==> config.mk <==
export PLATFORM = sky130hd
export DESIGN_NAME = pairwise_dna_substitution_counter_flat
export DESIGN_NICKNAME = d
export VERILOG_FILES = /design/src/hdl/dsc_pkg.sv /design/src/hdl/dsc_if.sv /design/src/hdl/dsc_pair_lane.sv /design/src/hdl/dsc_drain.sv /design/src/hdl/pairwise_dna_substitution_counter.sv /design/src/flat_wrapper.sv
export SDC_FILE = /design/constraint.sdc
export NUM_CORES = 2
export LEC_CHECK = 0
export BUFFER_PORTS_ARGS = -buffer_cell sky130_fd_sc_hd__buf_2
export CAP_MARGIN = 20
export CORE_UTILIZATION = 40
export DETAILED_ROUTE_END_ITERATION = 6
export GPL_TIMING_DRIVEN = 0
export HOLD_SLACK_MARGIN = 0.03
export PLACE_DENSITY = 0.54
export REMOVE_ABC_BUFFERS = 1
export SETUP_SLACK_MARGIN = 0.1
export SYNTH_ARGS = -nofsm -noshare
export SYNTH_HDL_FRONTEND = slang
export SYNTH_SLANG_ARGS = --single-unit
==> constraint.sdc <==
create_clock -name clock -period 8 [get_ports clock]
set_input_delay 1.6 -clock clock [delete_from_list [all_inputs] [get_ports clock]]
set_output_delay 1.6 -clock clock [all_outputs]
set_load 0.01 [all_outputs]
==> src/hdl/dsc_pkg.sv <==
// shared constants, types and helper functions of the pairwise substitution counter
// no dependencies; compile first
`timescale 1ns / 1ps
`default_nettype none

package dsc_pkg;

   localparam int BASES_W           = 64;
   localparam int CHAR_W            = 8;
   localparam int CFG_W             = 4;
   localparam int IDX_W             = 3;
   localparam int COUNT_W           = 17;
   localparam int COUNT_MAX         = 131071;
   localparam int DEF_MAX_SEQUENCES = 8;
   localparam int DEF_MAX_SITES     = 65536;

   localparam logic [CHAR_W-1:0] CHAR_A = 8'h61;
   localparam logic [CHAR_W-1:0] CHAR_C = 8'h63;
   localparam logic [CHAR_W-1:0] CHAR_G = 8'h67;
   localparam logic [CHAR_W-1:0] CHAR_T = 8'h74;

   // per pair counter set handed from a lane to the drain stage
   typedef struct packed {
      logic [COUNT_W-1:0] transition;
      logic [COUNT_W-1:0] transversion;
      logic [COUNT_W-1:0] common;
   } pair_counts_type;

   function automatic logic base_ok(input logic [CHAR_W-1:0] ch);
      return (ch == CHAR_A) || (ch == CHAR_C) || (ch == CHAR_G) || (ch == CHAR_T);
   endfunction

   function automatic logic is_transition(input logic [CHAR_W-1:0] x,
                                          input logic [CHAR_W-1:0] y);
      return ((x == CHAR_A) && (y == CHAR_G)) || ((x == CHAR_G) && (y == CHAR_A)) ||
             ((x == CHAR_C) && (y == CHAR_T)) || ((x == CHAR_T) && (y == CHAR_C));
   endfunction

   function automatic logic [COUNT_W-1:0] sat_inc(input logic [COUNT_W-1:0] v,
                                                  input logic [COUNT_W-1:0] limit);
      return (v < limit) ? v + 1'b1 : limit;
   endfunction

endpackage

`default_nettype wire

==> src/hdl/dsc_if.sv <==
// channel interfaces: column input, pair result output, sequence count register write
// depends on dsc_pkg
`timescale 1ns / 1ps
`default_nettype none

interface dsc_req_if
   import dsc_pkg::*;
();
   logic               valid;
   logic               ready;
   logic [BASES_W-1:0] site_bases;
   logic               last_site;

   modport source (output valid, site_bases, last_site, input ready);
   modport sink   (input valid, site_bases, last_site, output ready);
endinterface

interface dsc_rsp_if
   import dsc_pkg::*;
();
   logic               valid;
   logic               ready;
   logic [IDX_W-1:0]   row_index;
   logic [IDX_W-1:0]   col_index;
   logic [COUNT_W-1:0] transition_count;
   logic [COUNT_W-1:0] transversion_count;
   logic [COUNT_W-1:0] common_sites;
   logic               last_result;

   modport source (output valid, row_index, col_index, transition_count,
                   transversion_count, common_sites, last_result, input ready);
   modport sink   (input valid, row_index, col_index, transition_count,
                   transversion_count, common_sites, last_result, output ready);
endinterface

interface dsc_csr_if
   import dsc_pkg::*;
();
   logic             valid;
   logic             ready;
   logic [CFG_W-1:0] data;

   modport source (output valid, data, input ready);
   modport sink   (input valid, data, output ready);
endinterface

`default_nettype wire

==> src/hdl/dsc_pair_lane.sv <==
// one pair lane: classifies the two bytes of its sequences and keeps three saturating counters
// depends on dsc_pkg
`timescale 1ns / 1ps
`default_nettype none

module dsc_pair_lane
   import dsc_pkg::*;
#(
   parameter int ROW_SEQ   = 0,
   parameter int COL_SEQ   = 1,
   parameter int MAX_SITES = DEF_MAX_SITES,
   parameter int SEQ_CNT_W = 4
) (
   input  wire logic                 clock,
   input  wire logic                 reset,
   input  wire logic                 update,
   input  wire logic                 clear,
   input  wire logic [BASES_W-1:0]   site_bases,
   input  wire logic [SEQ_CNT_W-1:0] seq_count,
   output pair_counts_type           counts
);

   localparam int CntLimit = (MAX_SITES > COUNT_MAX) ? COUNT_MAX : MAX_SITES;
   localparam logic [COUNT_W-1:0] LIMIT = COUNT_W'(CntLimit);

   logic [CHAR_W-1:0] ch_x;
   logic [CHAR_W-1:0] ch_y;
   logic              active;
   logic              both_ok;
   pair_counts_type   counts_ff;
   pair_counts_type   counts_in;

   assign ch_x    = site_bases[CHAR_W*ROW_SEQ +: CHAR_W];
   assign ch_y    = site_bases[CHAR_W*COL_SEQ +: CHAR_W];
   assign active  = SEQ_CNT_W'(COL_SEQ) < seq_count;
   assign both_ok = base_ok(ch_x) && base_ok(ch_y);

   always_comb begin
      counts_in = counts_ff;
      if (clear) begin
         counts_in = '0;
      end else if (update && active && both_ok) begin
         counts_in.common = sat_inc(counts_ff.common, LIMIT);
         if (ch_x != ch_y) begin
            if (is_transition(ch_x, ch_y)) begin
               counts_in.transition = sat_inc(counts_ff.transition, LIMIT);
            end else begin
               counts_in.transversion = sat_inc(counts_ff.transversion, LIMIT);
            end
         end
      end
   end

   always_ff @(posedge clock) begin
      if (reset) begin
         counts_ff <= '0;
      end else begin
         counts_ff <= counts_in;
      end
   end

   assign counts = counts_ff;

endmodule

`default_nettype wire

==> src/hdl/dsc_drain.sv <==
// merging stage: site total, triangle walk over the lane counters and the result register
// depends on dsc_pkg and dsc_rsp_if
`timescale 1ns / 1ps
`default_nettype none

module dsc_drain
   import dsc_pkg::*;
#(
   parameter int MAX_SEQUENCES = DEF_MAX_SEQUENCES,
   parameter int MAX_SITES     = DEF_MAX_SITES,
   parameter int SEQ_W         = 3,
   parameter int SEQ_CNT_W     = 4
) (
   input  wire logic                 clock,
   input  wire logic                 reset,
   input  wire logic                 accept,
   input  wire logic                 accept_last,
   input  wire logic [SEQ_CNT_W-1:0] seq_count,
   input  pair_counts_type           counts [MAX_SEQUENCES][MAX_SEQUENCES],
   output logic                      busy,
   output logic                      clear,
   dsc_rsp_if.source                 rsp
);

   localparam int CntLimit = (MAX_SITES > COUNT_MAX) ? COUNT_MAX : MAX_SITES;
   localparam logic [COUNT_W-1:0] LIMIT = COUNT_W'(CntLimit);

   typedef enum logic {ST_IDLE, ST_DRAIN} state_type;

   state_type          state_ff;
   logic [SEQ_W-1:0]   row_ff;
   logic [SEQ_W-1:0]   col_ff;
   logic [SEQ_W-1:0]   last_idx_ff;
   logic [COUNT_W-1:0] site_total_ff;
   logic               out_valid_ff;
   logic [IDX_W-1:0]   out_row_ff;
   logic [IDX_W-1:0]   out_col_ff;
   logic [COUNT_W-1:0] out_ts_ff;
   logic [COUNT_W-1:0] out_tv_ff;
   logic [COUNT_W-1:0] out_common_ff;
   logic               out_last_ff;

   pair_counts_type    sel;
   logic               slot_free;
   logic               emit;
   logic               final_pair;
   logic               diag;

   assign sel        = counts[row_ff][col_ff];
   assign slot_free  = !out_valid_ff || rsp.ready;
   assign emit       = (state_ff == ST_DRAIN) && slot_free;
   assign final_pair = (row_ff == last_idx_ff) && (col_ff == last_idx_ff);
   assign diag       = row_ff == col_ff;
   assign clear      = emit && final_pair;
   assign busy       = state_ff == ST_DRAIN;

   always_ff @(posedge clock) begin
      if (reset) begin
         state_ff      <= ST_IDLE;
         out_valid_ff  <= 1'b0;
         site_total_ff <= '0;
         row_ff        <= '0;
         col_ff        <= '0;
         last_idx_ff   <= '0;
      end else begin
         if (clear) begin
            site_total_ff <= '0;
         end else if (accept) begin
            site_total_ff <= sat_inc(site_total_ff, LIMIT);
         end

         if (emit) begin
            out_valid_ff <= 1'b1;
         end else if (rsp.ready) begin
            out_valid_ff <= 1'b0;
         end

         unique case (state_ff)
            ST_IDLE: begin
               if (accept && accept_last) begin
                  state_ff    <= ST_DRAIN;
                  row_ff      <= '0;
                  col_ff      <= '0;
                  last_idx_ff <= SEQ_W'(seq_count - 1'b1);
               end
            end
            ST_DRAIN: begin
               if (emit) begin
                  if (final_pair) begin
                     state_ff <= ST_IDLE;
                  end else if (col_ff == last_idx_ff) begin
                     // next row starts on its diagonal
                     row_ff <= row_ff + 1'b1;
                     col_ff <= row_ff + 1'b1;
                  end else begin
                     col_ff <= col_ff + 1'b1;
                  end
               end
            end
            default: state_ff <= ST_IDLE;
         endcase
      end
   end

   // payload register, no reset needed
   always_ff @(posedge clock) begin
      if (emit) begin
         out_row_ff    <= IDX_W'(row_ff);
         out_col_ff    <= IDX_W'(col_ff);
         out_ts_ff     <= diag ? '0 : sel.transition;
         out_tv_ff     <= diag ? '0 : sel.transversion;
         out_common_ff <= diag ? site_total_ff : sel.common;
         out_last_ff   <= final_pair;
      end
   end

   assign rsp.valid              = out_valid_ff;
   assign rsp.row_index          = out_row_ff;
   assign rsp.col_index          = out_col_ff;
   assign rsp.transition_count   = out_ts_ff;
   assign rsp.transversion_count = out_tv_ff;
   assign rsp.common_sites       = out_common_ff;
   assign rsp.last_result        = out_last_ff;

endmodule

`default_nettype wire

==> src/hdl/pairwise_dna_substitution_counter.sv <==
// top level of the pairwise dna substitution counter: pair lanes, drain stage, register
// depends on dsc_pkg, dsc_if, dsc_pair_lane and dsc_drain
`timescale 1ns / 1ps
`default_nettype none

// channel  | dir | beat payload                                      | accepted when
// ---------+-----+---------------------------------------------------+-------------------
// req_bus  | in  | site_bases (64), last_site (1)                    | valid && ready
// rsp_bus  | out | row/col index (3+3), three counts (17 each), last | valid && ready
// csr_bus  | in  | data (4) = num_sequences                          | valid && ready
//
// one column beat per cycle outside the drain: every pair lane in use updates its counters in the beat's cycle
// a last column starts the drain: one result per cycle while rsp_bus takes them,
//   n*(n+1)/2 results for n sequences in use, all through the single result register
// req_bus ready is low during the drain; counters clear on the cycle of the final result
// synchronous active-high reset clears all counters and sets num_sequences to 8
// csr_bus is always ready; write it only while the block is idle

module pairwise_dna_substitution_counter
   import dsc_pkg::*;
#(
   parameter int MAX_SEQUENCES = DEF_MAX_SEQUENCES,
   parameter int MAX_SITES     = DEF_MAX_SITES
) (
   input  wire logic clock,
   input  wire logic reset,
   dsc_req_if.sink   req_bus,
   dsc_rsp_if.source rsp_bus,
   dsc_csr_if.sink   csr_bus
);

   // index bits for one sequence, and bits for a count of sequences
   localparam int SEQ_W     = $clog2(MAX_SEQUENCES);
   localparam int SEQ_CNT_W = $clog2(MAX_SEQUENCES + 1);

   logic [CFG_W-1:0]     num_sequences_ff;
   logic [SEQ_CNT_W-1:0] seq_count;
   logic                 accept;
   logic                 busy;
   logic                 clear;
   pair_counts_type      counts [MAX_SEQUENCES][MAX_SEQUENCES];

   // sequence count register
   assign csr_bus.ready = 1'b1;

   always_ff @(posedge clock) begin
      if (reset) begin
         num_sequences_ff <= CFG_W'(DEF_MAX_SEQUENCES);
      end else if (csr_bus.valid) begin
         num_sequences_ff <= csr_bus.data;
      end
   end

   // zero acts as one, anything above the lane count as the lane count
   always_comb begin
      if (num_sequences_ff == '0) begin
         seq_count = SEQ_CNT_W'(1);
      end else if (32'(num_sequences_ff) > MAX_SEQUENCES) begin
         seq_count = SEQ_CNT_W'(MAX_SEQUENCES);
      end else begin
         seq_count = SEQ_CNT_W'(num_sequences_ff);
      end
   end

   // column intake, held off while the triangle drains
   assign req_bus.ready = !busy;
   assign accept        = req_bus.valid && !busy;

   // one lane per pair above the diagonal
   for (genvar gi = 0; gi < MAX_SEQUENCES; gi++) begin : g_row
      for (genvar gj = 0; gj < MAX_SEQUENCES; gj++) begin : g_col
         if (gi < gj) begin : g_lane
            dsc_pair_lane #(
               .ROW_SEQ   (gi),
               .COL_SEQ   (gj),
               .MAX_SITES (MAX_SITES),
               .SEQ_CNT_W (SEQ_CNT_W)
            ) u_lane (
               .clock      (clock),
               .reset      (reset),
               .update     (accept),
               .clear      (clear),
               .site_bases (req_bus.site_bases),
               .seq_count  (seq_count),
               .counts     (counts[gi][gj])
            );
         end else begin : g_none
            // diagonal and lower half carry no counters
            assign counts[gi][gj] = '0;
         end
      end
   end

   // merge: walk the triangle row by row and register each result
   dsc_drain #(
      .MAX_SEQUENCES (MAX_SEQUENCES),
      .MAX_SITES     (MAX_SITES),
      .SEQ_W         (SEQ_W),
      .SEQ_CNT_W     (SEQ_CNT_W)
   ) u_drain (
      .clock       (clock),
      .reset       (reset),
      .accept      (accept),
      .accept_last (req_bus.last_site),
      .seq_count   (seq_count),
      .counts      (counts),
      .busy        (busy),
      .clear       (clear),
      .rsp         (rsp_bus)
   );

endmodule

`default_nettype wire
==> src/flat_wrapper.sv <==
// flat-port wrapper written by rule: the top's interface ports become plain ports
module pairwise_dna_substitution_counter_flat import dsc_pkg::*;
#(
   parameter int MAX_SEQUENCES = DEF_MAX_SEQUENCES,
   parameter int MAX_SITES     = DEF_MAX_SITES
)
  (clock, reset, req_bus_valid, req_bus_site_bases, req_bus_last_site, req_bus_ready, rsp_bus_valid, rsp_bus_row_index, rsp_bus_col_index, rsp_bus_transition_count, rsp_bus_transversion_count, rsp_bus_common_sites, rsp_bus_last_result, rsp_bus_ready, csr_bus_valid, csr_bus_data, csr_bus_ready);
  dsc_req_if req_bus_i ();
  dsc_rsp_if rsp_bus_i ();
  dsc_csr_if csr_bus_i ();
  input  wire logic clock;
  input  wire logic reset;
  input wire logic [$bits(req_bus_i.valid)-1:0] req_bus_valid;
  input wire logic [$bits(req_bus_i.site_bases)-1:0] req_bus_site_bases;
  input wire logic [$bits(req_bus_i.last_site)-1:0] req_bus_last_site;
  output wire logic [$bits(req_bus_i.ready)-1:0] req_bus_ready;
  output wire logic [$bits(rsp_bus_i.valid)-1:0] rsp_bus_valid;
  output wire logic [$bits(rsp_bus_i.row_index)-1:0] rsp_bus_row_index;
  output wire logic [$bits(rsp_bus_i.col_index)-1:0] rsp_bus_col_index;
  output wire logic [$bits(rsp_bus_i.transition_count)-1:0] rsp_bus_transition_count;
  output wire logic [$bits(rsp_bus_i.transversion_count)-1:0] rsp_bus_transversion_count;
  output wire logic [$bits(rsp_bus_i.common_sites)-1:0] rsp_bus_common_sites;
  output wire logic [$bits(rsp_bus_i.last_result)-1:0] rsp_bus_last_result;
  input wire logic [$bits(rsp_bus_i.ready)-1:0] rsp_bus_ready;
  input wire logic [$bits(csr_bus_i.valid)-1:0] csr_bus_valid;
  input wire logic [$bits(csr_bus_i.data)-1:0] csr_bus_data;
  output wire logic [$bits(csr_bus_i.ready)-1:0] csr_bus_ready;
  assign req_bus_i.valid = req_bus_valid;
  assign req_bus_i.site_bases = req_bus_site_bases;
  assign req_bus_i.last_site = req_bus_last_site;
  assign req_bus_ready = req_bus_i.ready;
  assign rsp_bus_valid = rsp_bus_i.valid;
  assign rsp_bus_row_index = rsp_bus_i.row_index;
  assign rsp_bus_col_index = rsp_bus_i.col_index;
  assign rsp_bus_transition_count = rsp_bus_i.transition_count;
  assign rsp_bus_transversion_count = rsp_bus_i.transversion_count;
  assign rsp_bus_common_sites = rsp_bus_i.common_sites;
  assign rsp_bus_last_result = rsp_bus_i.last_result;
  assign rsp_bus_i.ready = rsp_bus_ready;
  assign csr_bus_i.valid = csr_bus_valid;
  assign csr_bus_i.data = csr_bus_data;
  assign csr_bus_ready = csr_bus_i.ready;
  pairwise_dna_substitution_counter #(.MAX_SEQUENCES(MAX_SEQUENCES), .MAX_SITES(MAX_SITES)) u_core (.clock(clock), .reset(reset), .req_bus(req_bus_i), .rsp_bus(rsp_bus_i), .csr_bus(csr_bus_i));
endmodule
Yosys cells after proc, flatten, opt, wreduce, memory -nomap -nowiden. Cells that the tools add are included.

$lt $le $gt $ge: 95. Bitwise gates (word level): 31. Multiplexer cells: 109. $add $sub $neg: 88. Equal/unequal tests: 67. Reductions and logical operators: 353.

Operator list (number): $mux W17 (86); $add A17 B1 Y17 const B (85); $lt A17 B17 Y1 const B (85); $bmux W408 S3 (1); $mux W408 (2); $eq A8 B7 Y1 const B (32); $ne A8 B8 Y1 (28); $logic_and A1 B1 Y1 (180); $reduce_and A3 Y1 (57); $bmux W51 S3 (1); $logic_or A1 B1 Y1 (109); $mux W51 (2); $not A1 Y1 (29); $mux W3 (7); $lt A3 B4 Y1 const A (4); $pmux W3 S2 (2); $eq A3 B3 Y1 (3); $ge A4 B4 Y1 const B (2); $lt A2 B4 Y1 const A (2); $mux W4 (2); $not A3 Y4 (2); $add A3 B1 Y3 const B (2); $mux W1 (5); $gt A4 B4 Y1 const B (1); 11 further kinds (14).

Logic and storage cells: 840. Input port bits: 74. Register bits after elaboration: 1518.

Depth between registers and ports, before layout.
Word-level depth: 8. Mapped depth: 14. Depth with buffers taken out: 12.

Cells and area by module. A second synthesis with hierarchy kept.

Cells, all modules: 13306. Area, all modules: 116964.7 µm².

Modules (own cells, without submodules): dsc_drain (cells an instance 2139, sequential area each 2302.2 µm², area an instance 28791.4 µm², instances 1); dsc_pair_lane (u_core.g_row[0].g_col[7].g_lane.u_lane ...) (cells an instance 442, sequential area each 1021.0 µm², area an instance 3554.7 µm², instances 6); dsc_pair_lane (u_core.g_row[0].g_col[4].g_lane.u_lane ...) (cells an instance 379, sequential area each 1021.0 µm², area an instance 2964.1 µm², instances 4); dsc_pair_lane (u_core.g_row[0].g_col[5].g_lane.u_lane ...) (cells an instance 377, sequential area each 1021.0 µm², area an instance 2892.8 µm², instances 4); dsc_pair_lane (u_core.g_row[0].g_col[3].g_lane.u_lane ...) (cells an instance 415, sequential area each 1021.0 µm², area an instance 3339.5 µm², instances 3); dsc_pair_lane (u_core.g_row[3].g_col[6].g_lane.u_lane ...) (cells an instance 374, sequential area each 1021.0 µm², area an instance 2919.0 µm², instances 3); dsc_pair_lane (u_core.g_row[0].g_col[6].g_lane.u_lane ...) (cells an instance 365, sequential area each 1021.0 µm², area an instance 2889.0 µm², instances 3); dsc_pair_lane (u_core.g_row[0].g_col[2].g_lane.u_lane ...) (cells an instance 431, sequential area each 1021.0 µm², area an instance 3409.5 µm², instances 2); dsc_pair_lane (u_core.g_row[6].g_col[7].g_lane.u_lane) (cells an instance 412, sequential area each 1021.0 µm², area an instance 3193.1 µm², instances 1); dsc_pair_lane (u_core.g_row[4].g_col[5].g_lane.u_lane) (cells an instance 376, sequential area each 1021.0 µm², area an instance 2899.0 µm², instances 1); dsc_pair_lane (u_core.g_row[0].g_col[1].g_lane.u_lane) (cells an instance 356, sequential area each 1021.0 µm², area an instance 2865.2 µm², instances 1); pairwise_dna_substitution_counter (cells an instance 23, sequential area each 80.1 µm², area an instance 198.9 µm², instances 1).

Worst setup path before layout. OpenSTA, ideal clock, no wires.

Path kind: input-to-reg. Start: in rsp_bus_ready. End: reg u_core.g_row[0].g_col[1].g_lane.u_lane.counts_ff, in the netlist u_core.g_row[0].g_col[1].g_lane.u_lane.counts[23]. Setup slack: 3621 ps. Cell stages on the path: 8. Arrival time: 4251 ps. Path through: nand2b_1 nand2_1 inv_1 a21oi_1 clkbuf_1 o21ai_1 clkbuf_1 nor2_1.

Cells in the longest elaborated chain, start to end: 4.

Ends and longest elaborated chain: from (decl) (RTL line flat_wrapper.sv:24) `input wire logic [$bits(rsp_bus_i.ready)-1:0] rsp_bus_ready;`; $logic_or A1 B1 Y1 (RTL line dsc_drain.sv:50) `assign slot_free = !out_valid_ff || rsp.ready;`; $logic_and A1 B1 Y1 (RTL line dsc_drain.sv:51) `assign emit = (state_ff == ST_DRAIN) && slot_free;`; named net u_core.u_drain.emit (RTL line dsc_drain.sv:45) `logic emit;`; $logic_and A1 B1 Y1 (RTL line dsc_drain.sv:54) `assign clear = emit && final_pair;`; $reduce_or A2 Y1 (no source line); to (signal assigned) (RTL line dsc_pair_lane.sv:58) `counts_ff <= counts_in;`; to (decl) (RTL line dsc_pair_lane.sv:30) `pair_counts_type counts_ff;`.

The timed path passes the listed nets, and every way through them passes these cells. A chain may end at the register's enable or synchronous reset.

Worst setup path in the final report.
Start: in req_bus_site_bases[5]. End: reg u_core.g_row[0].g_col[6].g_lane.u_lane.counts_ff, in the netlist u_core.g_row[0].g_col[6].g_lane.u_lane.counts[36].

Cells in the longest elaborated chain, start to end: 7.

Ends and longest elaborated chain: from (decl) (RTL line flat_wrapper.sv:14) `input wire logic [$bits(req_bus_i.site_bases)-1:0] req_bus_site_bases;`; $eq A8 B7 Y1, on equally long branches (RTL line dsc_pkg.sv:30, dsc_pkg.sv:35, dsc_pkg.sv:36); $logic_or A1 B1 Y1 (3 in a row) (RTL line dsc_pkg.sv:30) `return (ch == CHAR_A) || (ch == CHAR_C) || (ch == CHAR_G) || (ch == CHAR_T);`; $logic_and A1 B1 Y1 (RTL line dsc_pair_lane.sv:36) `assign both_ok = base_ok(ch_x) && base_ok(ch_y);`; $logic_and A1 B1 Y1 (RTL line dsc_pair_lane.sv:42) `end else if (update && active && both_ok) begin`; $reduce_and A3 Y1 (no source line) (*); to (signal assigned) (RTL line dsc_pair_lane.sv:58); to (decl) (RTL line dsc_pair_lane.sv:30).

Mark *: on every way between the ends. The rest lies on a longest branch, timed or not.

==> impl_metrics.xml <==
<?xml version="1.0" encoding="UTF-8"?>
<metrics>
  <group name="sta">
    <metric name="clock_skew" unit="ns">0.0613</metric>
    <metric name="grt_setup_unrepaired" unit="">false</metric>
    <metric name="setup_viol" unit="">0</metric>
    <metric name="drv_slew" unit="">0</metric>
    <metric name="fmax" unit="MHz">163</metric>
    <metric name="finalCritPeriodShare" unit="%">76.8</metric>
    <metric name="relative_slew_slack" unit="%">16.9</metric>
    <metric name="timing.final.hold_violations" unit="">0</metric>
    <metric name="timing.hold.ws" unit="ns">0.488</metric>
    <metric name="final_period_minus_worst_setup_slack" unit="ns">6.15</metric>
    <metric name="max_slew.worst_pin.slew" unit="ns">1.25</metric>
    <metric name="fin_tns_setup" unit="ns">0</metric>
  </group>
  <group name="power">
    <metric name="power.density" unit="nW/um^2">176</metric>
    <metric name="cellInternalPower" unit="mW">13.0</metric>
    <metric name="pwr-share-comb" unit="%">5.8</metric>
    <metric name="p_sw_share" unit="%">25.1</metric>
    <metric name="worst_vdd_rail_ir_drop" unit="mV">0.164</metric>
    <metric name="static-leakage-power" unit="nW">30.9</metric>
    <metric name="p_sw" unit="mW">4.36</metric>
    <metric name="seq_power_share" unit="%">44.8</metric>
    <metric name="clockPowerShare" unit="%">49.4</metric>
  </group>
  <group name="worst_setup_path">
    <metric name="critical_path_peak_fanout" unit="">21</metric>
    <metric name="cell_type_of_the_slowest_stage_on_the_worst_timing_path" unit="">sky130_fd_sc_hd__and4bb_1</metric>
    <metric name="worst-endpoint-arrival" unit="ns">6.96</metric>
    <metric name="critical_path_class" unit="">in -&gt; reg</metric>
    <metric name="cp_cell_sequence" unit="">buf_2, and4bb_1, nand2_1, buf_16, a211oi_2, nand2b_1, buf_8, or4b_2, a31oi_1</metric>
    <metric name="required" unit="ns">8.81</metric>
    <metric name="critical_path.reg2reg.startpoint" unit="">u_core.num_sequences_ff[2]</metric>
    <metric name="max_stage_delay_on_crit_path" unit="ns">1.09</metric>
    <metric name="setup.worst_path.start_class" unit="">primary input</metric>
    <metric name="worst_setup_path_end_kind" unit="">flip-flop</metric>
    <metric name="critPathLaunch" unit="">req_bus_site_bases[5]</metric>
  </group>
  <group name="synth">
    <metric name="yosys-top-cells-area" unit="">sky130_fd_sc_hd__dfxtp_1, sky130_fd_sc_hd__mux4_2, sky130_fd_sc_hd__nor2_1</metric>
    <metric name="yosys_warnings" unit="">0</metric>
    <metric name="synth-main-ff-cell" unit="">sky130_fd_sc_hd__dfxtp_1</metric>
    <metric name="yosysTopAreaCellShare" unit="%">33.1</metric>
    <metric name="syn-cell-area" unit="um^2">88300</metric>
    <metric name="synth_cells" unit="">10795</metric>
    <metric name="syn_avg_cell_area" unit="um^2">8.18</metric>
    <metric name="netlist-cell-type-count" unit="">111</metric>
    <metric name="synth.ff_latch_count" unit="">1518</metric>
    <metric name="async_flop_share" unit="%">0</metric>
    <metric name="post-synth-top-area-cell" unit="">sky130_fd_sc_hd__dfxtp_1</metric>
    <metric name="number_of_synthesized_flops_with_an_enable_pin" unit="">58</metric>
    <metric name="seq_area_frac_synth" unit="%">35.1</metric>
  </group>
  <group name="global_route">
    <metric name="first_pass_grt_wire_length" unit="mm">475</metric>
    <metric name="grt_antenna_before_repair" unit="">70</metric>
    <metric name="globalRouteOverflowTotal" unit="">0</metric>
    <metric name="grt_pass1_vias" unit="">75878</metric>
    <metric name="grt_util_all_layers" unit="%">27.5</metric>
    <metric name="largest_net_degree_at_the_start_of_global_routing" unit="">87</metric>
  </group>
  <group name="floorplan">
    <metric name="initial_core_utilization" unit="%">40.2</metric>
    <metric name="io_pins" unit="">135</metric>
    <metric name="design.die.area" unit="um^2">223000</metric>
    <metric name="rows" unit="">172</metric>
    <metric name="overall_die_height" unit="um">472</metric>
    <metric name="core" unit="um^2">220000</metric>
    <metric name="horiz_die_dim" unit="um">472</metric>
  </group>
  <group name="clock_tree">
    <metric name="clock_tree.root_cell" unit="">sky130_fd_sc_hd__clkbuf_16</metric>
    <metric name="cts.htree.levels" unit="">4</metric>
    <metric name="postCtsSetupRepairBufs" unit="">0</metric>
    <metric name="clock_tree_from_tritoncts" unit="">yes</metric>
    <metric name="cts-root-to-sink-buffers" unit="">3</metric>
    <metric name="cts_resized" unit="">0</metric>
    <metric name="cts_hold_buffers" unit="">0</metric>
    <metric name="clkTransAtPathRegs" unit="ns">0.06</metric>
    <metric name="cts-buffers-inserted" unit="">180</metric>
    <metric name="number_of_sinks_driven_by_the_clock_tree" unit="">1518</metric>
    <metric name="clk-insertion-delay-late" unit="ns">0.89</metric>
  </group>
  <group name="detailed_routing">
    <metric name="vias_per_cell" unit="">6.09</metric>
    <metric name="detail_route.drc_violations" unit="">5</metric>
    <metric name="vias" unit="">82809</metric>
    <metric name="post_drt_wl_per_cell" unit="um">23.4</metric>
    <metric name="drt.antenna.violating_nets" unit="">0</metric>
    <metric name="drt_first_pass_iters" unit="">7</metric>
    <metric name="routed_wl" unit="mm">318</metric>
    <metric name="initialDrtViolationCount" unit="">8159</metric>
  </group>
  <group name="placed_design">
    <metric name="place.port_buffers" unit="">133</metric>
    <metric name="dp_hpwl" unit="mm">235</metric>
    <metric name="gp_congestion" unit="">0.957</metric>
  </group>
  <group name="final_layout">
    <metric name="final.fill_count" unit="">21637</metric>
    <metric name="area_delta_synth_final" unit="%">11.6</metric>
    <metric name="share_of_post_route_cells_with_drive_strength_above_1" unit="%">9.01</metric>
    <metric name="layout.cells.most_common_list" unit="">sky130_fd_sc_hd__dfxtp_1, sky130_fd_sc_hd__nor2_1, sky130_fd_sc_hd__nand2_1, sky130_fd_sc_hd__a21oi_1, sky130_fd_sc_hd__o21ai_0</metric>
    <metric name="net_total_in_the_final_layout" unit="">10714</metric>
    <metric name="utilization" unit="%">44.9</metric>
    <metric name="final_common_cell" unit="">sky130_fd_sc_hd__dfxtp_1</metric>
  </group>
  <group name="status">
    <metric name="violations" unit="">DRC</metric>
    <metric name="run_status" unit="">finished with violations</metric>
  </group>
  <group name="job">
    <metric name="drv.max_cap_violation_count" unit="">0</metric>
  </group>
  <group name="hold_path">
    <metric name="hp-class" unit="">reg -&gt; reg</metric>
  </group>
</metrics>
-- area by class of cell --
type | count | area (um^2) | share of cell area [%]
Multi-Input combinational cell | 8467 | 54500 | 55.3
Timing Repair Buffer | 267 | 2780 | 2.82
Tap cell | 2871 | 3590 | 3.65
Clock buffer | 267 | 5250 | 5.33
Inverter | 116 | 444 | 0.451
Clock inverter | 58 | 886 | 0.899
Sequential cell | 1518 | 31000 | 31.5
Antenna cell | 38 | 95.1 | 0.0965
-- cell usage after synthesis (all sizes together) (57+ instances only) --
library cell,instances
o211ai,66
a31oi,239
nor2b,69
and4,59
dfxtp,1460
clkbuf,522
or2,57
or4,122
a21oi,668
xnor2,370
nand3b,228
mux2i,220
o221ai,68
nor4,162
nor2,1218
nand4,286
nor3,311
edfxtp,58
or3,196
inv,113
ha,90
and3,287
mux4,204
o21ai,543
buf,172
xor2,486
nand3,519
and2,86
nand2,1175
-- per-layer routing --
metal	global-route usage (%)	up-vias	share of wire, %
met2	42.4	2836	44
met1	37.3	40510	44
met4	10.3	26	3.5
met3	6.04	544	7.8
met5	0	-	0.053
li1	-	38893	-
-- worst max-delay path, delay by kind of cell --
family,cells,cell delay [ns]
buffers and inverters,3,1.14
AND/OR/NAND/NOR,4,3.32
AO/OA/AOI/OAI,2,0.85
-- state kept, by name (all words and copies together) (netlist names) --
register,flops
u_core.g_row.g_col.g_lane.u_lane.counts,1428
u_core.u_drain.rsp.common_sites,17
u_core.u_drain.rsp.transition_count,17
u_core.u_drain.rsp.transversion_count,17
u_core.u_drain.site_total_ff,17
u_core.num_sequences_ff,4
u_core.u_drain.col_ff,3
u_core.u_drain.last_idx_ff,3
u_core.u_drain.row_ff,3
u_core.u_drain.rsp.col_index,3
u_core.u_drain.rsp.row_index,3
u_core.u_drain.busy,1
u_core.u_drain.rsp.last_result,1
u_core.u_drain.rsp.valid,1
-- through the flow --
step / instances / power (mW) / setup WS, ns / instance area (um^2)
2_1_floorplan: 10101 / 8.48 / -13.62 / 85500
6_report: 13602 / 17.3 / 1.85 / 98500
3_5_place_dp: 13226 / 8.92 / 1.25 / 92200
4_1_cts: 13551 / 17.5 / 2.21 / 98300
3_3_place_gp: 13105 / 8.92 / -31.27 / 89800
5_1_grt: 13593 / 17.9 / 2.04 / 98500
-- cells by family (layout without fill, tap and decap cells) --
group / after synthesis / after routing / share of synthesized area, %
AOI/OAI and AO/OA: 2068 / 2068 / 14.4
xor gates and xnor gates: 856 / 856 / 8.49
adders and majority gates: 90 / 90 / 1.28
buffers and inverters: 810 / 708 / 3.60
DFF: 1518 / 1518 / 35.1
muxes: 441 / 441 / 7.92
other: 1 / 39 / 0.00425
and+or+nand+nor: 5011 / 5011 / 29.2
-- power groups by stage --
stage / Combinational [mW] / Sequential, mW / Clock (mW)
6_report: 1.00 / 7.77 / 8.55
5_1_grt: 1.06 / 7.78 / 9.04
4_1_cts: 0.988 / 7.77 / 8.72
3_5_place_dp: 0.986 / 7.93 / 0
3_3_place_gp: 0.933 / 7.99 / 0
2_1_floorplan: 0.539 / 7.94 / 0
-- worst paths after layout --
check,endpoint,slack [ns],cells after the start
max,flip-flop,1.85,9
min,flip-flop,0.49,2
max reg2reg,flip-flop,2.97,12
min reg2reg,flip-flop,0.49,2
Power figures use the tool's default switching activity.
